[src/cdss_pkg.sv]
// Package for the countdown seven-segment scanner.
// Holds the display tables, register indexes and fixed widths; no dependencies.
package cdss_pkg;

  localparam int unsigned Digits     = 4;
  localparam int unsigned DivW       = 8;
  localparam int unsigned CountW     = 14;
  localparam int unsigned ByteW      = 8;
  localparam int unsigned DigitW     = 5;
  localparam int unsigned IdxW       = $clog2(Digits);
  localparam int unsigned CfgIdxW    = 1;
  localparam int unsigned CfgDataW   = 14;

  // Register indexes of the configuration port.
  localparam logic [CfgIdxW-1:0] RegTickDivide = 1'd0;
  localparam logic [CfgIdxW-1:0] RegWrapValue  = 1'd1;

  localparam logic [DivW-1:0]   TickDivideReset = 8'd10;
  localparam logic [CountW-1:0] WrapValueReset  = 14'd9999;
  localparam logic [CountW-1:0] CountReset      = 14'd9999;

  localparam logic [ByteW-1:0] BlankPattern = 8'h00;

  typedef logic [ByteW-1:0] byte_t;

  // Digit-select byte, thousands first.
  localparam byte_t SelectTab [Digits] = '{8'hF1, 8'hF2, 8'hF4, 8'hF8};

  // Segment bytes for decimal digits zero to nine.
  localparam byte_t SegTab [10] = '{
    8'hA0, 8'hBB, 8'h62, 8'h2A, 8'h39, 8'h2C, 8'h25, 8'hBA, 8'h20, 8'h38
  };

endpackage

[src/countdown_seven_segment_scanner.sv]
// Top level of the countdown seven-segment scanner.
// Depends on cdss_pkg for tables, register indexes and widths.
//
// Usage: every item on the input channel is one timer tick that carries
// count_enable_i. An 8-bit prescaler steps on each tick and returns to zero
// when it matches tick_divide; on that tick an enabled item decrements the
// decimal count, which reloads wrap_value from zero. Each tick then yields one
// result item with the digit-select byte for digit (prescale mod 4), the
// segment byte of that decimal digit of the count, and the count itself.
// Digit positions run thousands, hundreds, tens, ones; a thousands digit above
// nine shows a blank pattern.
// One item is accepted every cycle while in_stall_o is low. The first stage
// updates the prescaler and count; the second splits the count into decimal
// digits by a short chain of constant compares and reads the segment table.
// The configuration port takes one register write per cycle and is always
// ready: index 0 writes tick_divide, index 1 writes wrap_value.
// Reset sets tick_divide to 10, wrap_value and the count to 9999 and the
// prescaler to zero, and empties the pipeline.
// When the receiver stalls, the result item holds; the input keeps being
// accepted until the middle stage is also full, then in_stall_o rises.
module countdown_seven_segment_scanner (
  input  logic                           clk_i,
  input  logic                           rst_ni,
  input  logic                           in_valid_i,
  output logic                           in_stall_o,
  input  logic                           count_enable_i,
  output logic                           out_valid_o,
  input  logic                           out_stall_i,
  output logic [cdss_pkg::ByteW-1:0]     digit_select_o,
  output logic [cdss_pkg::ByteW-1:0]     segment_pattern_o,
  output logic [cdss_pkg::CountW-1:0]    count_value_o,
  input  logic                           cfg_valid_i,
  output logic                           cfg_ready_o,
  input  logic [cdss_pkg::CfgIdxW-1:0]   cfg_index_i,
  input  logic [cdss_pkg::CfgDataW-1:0]  cfg_data_i
);
  import cdss_pkg::*;

  // Configuration registers.
  logic [DivW-1:0]   tick_divide_q;
  logic [CountW-1:0] wrap_value_q;

  // Block state.
  logic [DivW-1:0]   prescale_q, prescale_d;
  logic [CountW-1:0] count_q, count_d;

  // Middle stage: digit index and count after the tick.
  logic              mid_valid_q, mid_valid_d;
  logic [IdxW-1:0]   mid_idx_q;
  logic [CountW-1:0] mid_count_q;

  // Result stage.
  logic              out_valid_q, out_valid_d;
  logic [ByteW-1:0]  sel_q, seg_q;
  logic [CountW-1:0] out_count_q;

  logic in_accept, out_hold, mid_advance;
  logic [DivW-1:0] prescale_inc;

  // Handshake: the result register holds while stalled; the middle stage
  // moves forward whenever the result register is free or being taken.
  assign out_hold    = out_valid_q & out_stall_i;
  assign mid_advance = mid_valid_q & ~out_hold;
  assign in_stall_o  = mid_valid_q & out_hold;
  assign in_accept   = in_valid_i & ~in_stall_o;
  assign mid_valid_d = in_accept | (mid_valid_q & out_hold);
  assign out_valid_d = mid_advance | out_hold;
  assign cfg_ready_o = 1'b1;

  // Prescaler and count update for one tick.
  assign prescale_inc = prescale_q + 1'b1;

  always_comb begin
    prescale_d = prescale_inc;
    count_d    = count_q;
    if (prescale_inc == tick_divide_q) begin
      prescale_d = '0;
      if (count_enable_i) begin
        count_d = (count_q == '0) ? wrap_value_q : count_q - 1'b1;
      end
    end
  end

  always_ff @(posedge clk_i or negedge rst_ni) begin
    if (!rst_ni) begin
      tick_divide_q <= TickDivideReset;
      wrap_value_q  <= WrapValueReset;
      prescale_q    <= '0;
      count_q       <= CountReset;
      mid_valid_q   <= 1'b0;
      out_valid_q   <= 1'b0;
    end else begin
      if (cfg_valid_i) begin
        unique case (cfg_index_i)
          RegTickDivide: tick_divide_q <= cfg_data_i[DivW-1:0];
          RegWrapValue:  wrap_value_q  <= cfg_data_i[CountW-1:0];
          default: ;
        endcase
      end
      if (in_accept) begin
        prescale_q <= prescale_d;
        count_q    <= count_d;
      end
      mid_valid_q <= mid_valid_d;
      out_valid_q <= out_valid_d;
    end
  end

  always_ff @(posedge clk_i) begin
    if (in_accept) begin
      mid_idx_q   <= prescale_d[IdxW-1:0];
      mid_count_q <= count_d;
    end
  end

  // Decimal digits of the middle-stage count. Each position is a set of
  // independent compares against constant multiples followed by one subtract.
  logic [DigitW-1:0] dig_thou, dig_hund, dig_tens, dig_ones, dig_sel;
  logic [9:0]        rem_thou;
  logic [6:0]        rem_hund;
  logic [3:0]        rem_tens;
  logic [ByteW-1:0]  seg_d;

  always_comb begin
    dig_thou = '0;
    rem_thou = mid_count_q[9:0];
    for (int k = 1; k <= 16; k++) begin
      if (mid_count_q >= CountW'(k * 1000)) begin
        dig_thou = DigitW'(k);
        rem_thou = 10'(mid_count_q - CountW'(k * 1000));
      end
    end
    dig_hund = '0;
    rem_hund = rem_thou[6:0];
    for (int k = 1; k <= 9; k++) begin
      if (rem_thou >= 10'(k * 100)) begin
        dig_hund = DigitW'(k);
        rem_hund = 7'(rem_thou - 10'(k * 100));
      end
    end
    dig_tens = '0;
    rem_tens = rem_hund[3:0];
    for (int k = 1; k <= 9; k++) begin
      if (rem_hund >= 7'(k * 10)) begin
        dig_tens = DigitW'(k);
        rem_tens = 4'(rem_hund - 7'(k * 10));
      end
    end
    dig_ones = DigitW'(rem_tens);

    unique case (mid_idx_q)
      2'd0:    dig_sel = dig_thou;
      2'd1:    dig_sel = dig_hund;
      2'd2:    dig_sel = dig_tens;
      default: dig_sel = dig_ones;
    endcase

    // A thousands digit above nine, from a large wrap value, shows blank.
    seg_d = (dig_sel < DigitW'(10)) ? SegTab[dig_sel[3:0]] : BlankPattern;
  end

  always_ff @(posedge clk_i) begin
    if (mid_advance) begin
      sel_q       <= SelectTab[mid_idx_q];
      seg_q       <= seg_d;
      out_count_q <= mid_count_q;
    end
  end

  assign out_valid_o       = out_valid_q;
  assign digit_select_o    = sel_q;
  assign segment_pattern_o = seg_q;
  assign count_value_o     = out_count_q;

endmodule

[config.mk]
export PLATFORM = sky130hd
export DESIGN_NAME = countdown_seven_segment_scanner
export DESIGN_NICKNAME = d
export VERILOG_FILES = /design/src/cdss_pkg.sv /design/src/countdown_seven_segment_scanner.sv
export SDC_FILE = /design/constraint.sdc
export NUM_CORES = 1
export LEC_CHECK = 0
export ABC_CLOCK_PERIOD_IN_PS = 24200
export BUFFER_PORTS_ARGS = -buffer_cell sky130_fd_sc_hd__buf_2
export CORE_MARGIN = 10
export CORE_UTILIZATION = 45
export DETAILED_ROUTE_END_ITERATION = 6
export MAX_ROUTING_LAYER = met4
export REMOVE_ABC_BUFFERS = 1
export SYNTH_ARGS = -nofsm -noshare
export SYNTH_HDL_FRONTEND = slang
export SYNTH_SLANG_ARGS = --single-unit
[constraint.sdc]
create_clock -name clk_i -period 24.2 [get_ports clk_i]
set_clock_uncertainty 0.2 [all_clocks]
set_input_delay 4.84 -clock clk_i [delete_from_list [all_inputs] [get_ports clk_i]]
set_output_delay 4.84 -clock clk_i [all_outputs]
set_load 0.05 [all_outputs]
==> impl_metrics.json <==
{
  "worst_pin_slew_ns": 1.09,
  "via_count": 8622,
  "use_met2_pct": 33.9,
  "use_met3_pct": 4.96,
  "grt_pass1_vias": 8231,
  "fin_crit_ns": 10.42,
  "period_share_pct": 43.1,
  "syn_to_final_growth_pct": 6.84,
  "instances_no_fill": 1329,
  "cts.root.buffer_cell": "clkbuf_16",
  "status": "completed",
  "synth_enable_flop_cells": 42,
  "clock.fmax_mhz": 95.9,
  "cp-start-kind": "input pin",
  "crit_path_max_fanout": 3,
  "htreeDepth": 3,
  "clock_sinks": 88,
  "synthCells": 1050,
  "utilization_pct": 49.1,
  "p_sw_uw": 411,
  "ys_seq_area_share_pct": 27.2,
  "startpoint": "out_stall_i",
  "cts_resized": 0,
  "cts_tree": "built",
  "drive_above_1_share_pct": 16.9,
  "grtUsageTotal_pct": 21.8,
  "die_w_um": 161,
  "num-nets-final": 1126,
  "die-area_um2": 26000,
  "wl_per_cell_um": 21.4,
  "hp-class": "flop to flop",
  "drv_cap": 0,
  "syn_area_um2": 8960,
  "dieHeight_um": 161,
  "gp_congestion": 1.01,
  "grt-ovfl-total": 0,
  "grt_max_degree": 47,
  "initial_core_util_pct": 45.9,
  "final.setup.tns_ns": 0,
  "leakagePower_nw": 3.74,
  "synthTopCellsByArea": "edfxtp_1, dfrtp_1, ha_1",
  "gr-max-usage-layer": "met2",
  "core-area_um2": 19500,
  "async_reset_ff_share_pct": 52.3,
  "io-pin-count": 54,
  "cts.clk_slew.worst_paths_ns": 0.06,
  "finalHoldViolations": 0,
  "synth_ff_type": "edfxtp_1",
  "synthTopCellsByCount": "nand2_1, a21oi_1, nor2_1, inv_1, ha_1",
  "rows": 51,
  "p_int_uw": 443,
  "wl_um": 28500,
  "postSynthAreaPerCell_um2": 8.54,
  "numCtsBuffers": 9,
  "via_per_inst": 6.49,
  "ctsHoldBuffers": 0,
  "r2r_start": "mid_count_q[6]",
  "holdWs_ns": 0.278,
  "io_buffers": 48,
  "hold_depth": 1,
  "synth_seq_cells": 88,
  "crit_arrival_ns": 5.38,
  "ir_worst_vdd_v": 0.0000495,
  "synth_cell_types": 113,
  "cts_setup_buffers": 0,
  "setup_violations": 0,
  "power_frac_seq_pct": 26.3,
  "antenna_found_initial": 0,
  "drc": 0,
  "hpwl_um": 20900,
  "reg2regPathDepth": 30,
  "worstHoldStart": "mid_valid_q",
  "clock_path_buffers": 2,
  "powerDensity_nw_per_um2": 89.2,
  "p_comb_share_pct": 59.1,
  "grt_pass1_wl_um": 45200,
  "yosysMostFrequentCell": "nand2_1",
  "clkLatencyLatePin_ns": 0.33,
  "worst-setup-path-type": "input pin to primary output",
  "rsz0062_at_grt": "no",
  "yosys.area.top_type": "edfxtp_1",
  "drt_pass1_iterations": 7,
  "max_slew_margin_pct": 27.0,
  "dp_slack_ns": 13.77,
  "ant_nets": 0,
  "grtUsageMet1_pct": 27.0,
  "dp.cells": 1313,
  "setup_slack_ns": 13.78,
  "netlist.area_leader.share_pct": 14.1,
  "diodes": 0,
  "final_max_slew_viol_count": 0,
  "power.switching_fraction_pct": 48.1,
  "p_clk_share_pct": 14.6,
  "required_ns": 19.16,
  "first_iter_violations": 889,
  "end_kind": "primary output",
  "ys_warn_count": 0
}
==> power by group through the flow <==
stage          clock (mW)  combinational, mW  sequential, mW
3_3_place_gp            0              0.496           0.227
4_1_cts             0.129              0.498           0.225
3_5_place_dp            0              0.496           0.227
2_1_floorplan           0              0.344           0.257
5_1_grt             0.134              0.551           0.229
6_report            0.124              0.505           0.225
==> logic make-up (layout without fill, tap and decap cells) <==
family                   count (synthesis)  after routing  synth area share (%)
AND/OR/NAND/NOR                        367            367                  21.7
AO/OA/AOI/OAI                          360            360                  30.5
buffers and inverters                  119            129                  6.14
flip-flops                              88             88                  27.2
multiplexers                            49             49                  5.99
adder cells (fa/ha/maj)                 46             46                  6.42
XOR/XNOR                                20             20                  2.04
other                                    1              5                0.0418
==> layout by cell type (no fill, tap or decap), types with 13 or more instances in the layout <==
cell	n
nor3_1	34
edfxtp_1	42
buf_2	48
a31oi_1	20
dfstp_2	18
nor2_1	74
inv_1	47
a21oi_1	76
buf_4	14
o211ai_1	17
mux2i_1	14
mux2_2	33
nand3_1	27
xnor2_1	13
and3_1	18
dfrtp_1	28
a21o_1	18
o31ai_1	15
ha_1	46
o21ai_0	45
nand2_1	98
a211oi_1	15
==> registers in the layout (all words and copies together) (netlist names) <==
| name | flops |
|---|---|
| count_q | 14 |
| count_value_o | 14 |
| mid_count_q | 14 |
| wrap_value_q | 14 |
| prescale_q | 8 |
| segment_pattern_o | 8 |
| tick_divide_q | 8 |
| digit_select_o | 4 |
| mid_idx_q | 2 |
| mid_valid_q | 1 |
| out_valid_o | 1 |
==> worst paths after layout <==
check,endpoint,slack (ns)
max in group asynchronous,count_q[4],18.71
min in group asynchronous,tick_divide_q[2],4.47
worst max-delay path,in_stall_o,13.78
worst max register to register,segment_pattern_o[4],14.62
worst min-delay path,out_valid_o,0.28
worst min register to register,out_valid_o,0.28
==> through the flow <==
step / power, mW / cell area [um^2]
2_1_floorplan: 0.601 / 8620
3_3_place_gp: 0.723 / 9310
3_5_place_dp: 0.723 / 9310
4_1_cts: 0.851 / 9580
5_1_grt: 0.914 / 9580
6_report: 0.854 / 9580
==> final cells by class <==
| cell class | instances | area, um^2 |
|---|---|---|
| Clock buffer | 11 | 233 |
| Multi-Input combinational cell | 847 | 6010 |
| Inverter | 51 | 194 |
| Tap cell | 265 | 332 |
| Sequential cell | 88 | 2430 |
| Clock inverter | 5 | 33.8 |
| Timing Repair Buffer | 62 | 345 |
| Fill cell | 1925 | 9950 |
==> per-layer routing <==
metal  wire, um  up-vias
met5          0        -
met2      13100      424
met3       2380       71
met4        994        0
li1           -     4049
met1      12000     4078
==> worst max-delay path, cell delays in order <==
cell and delay [ns]:
buf_2 0.12, nand3_1 0.11, inv_1 0.06, buf_2 0.25
No activity file was read; power rests on OpenSTA's default activity.
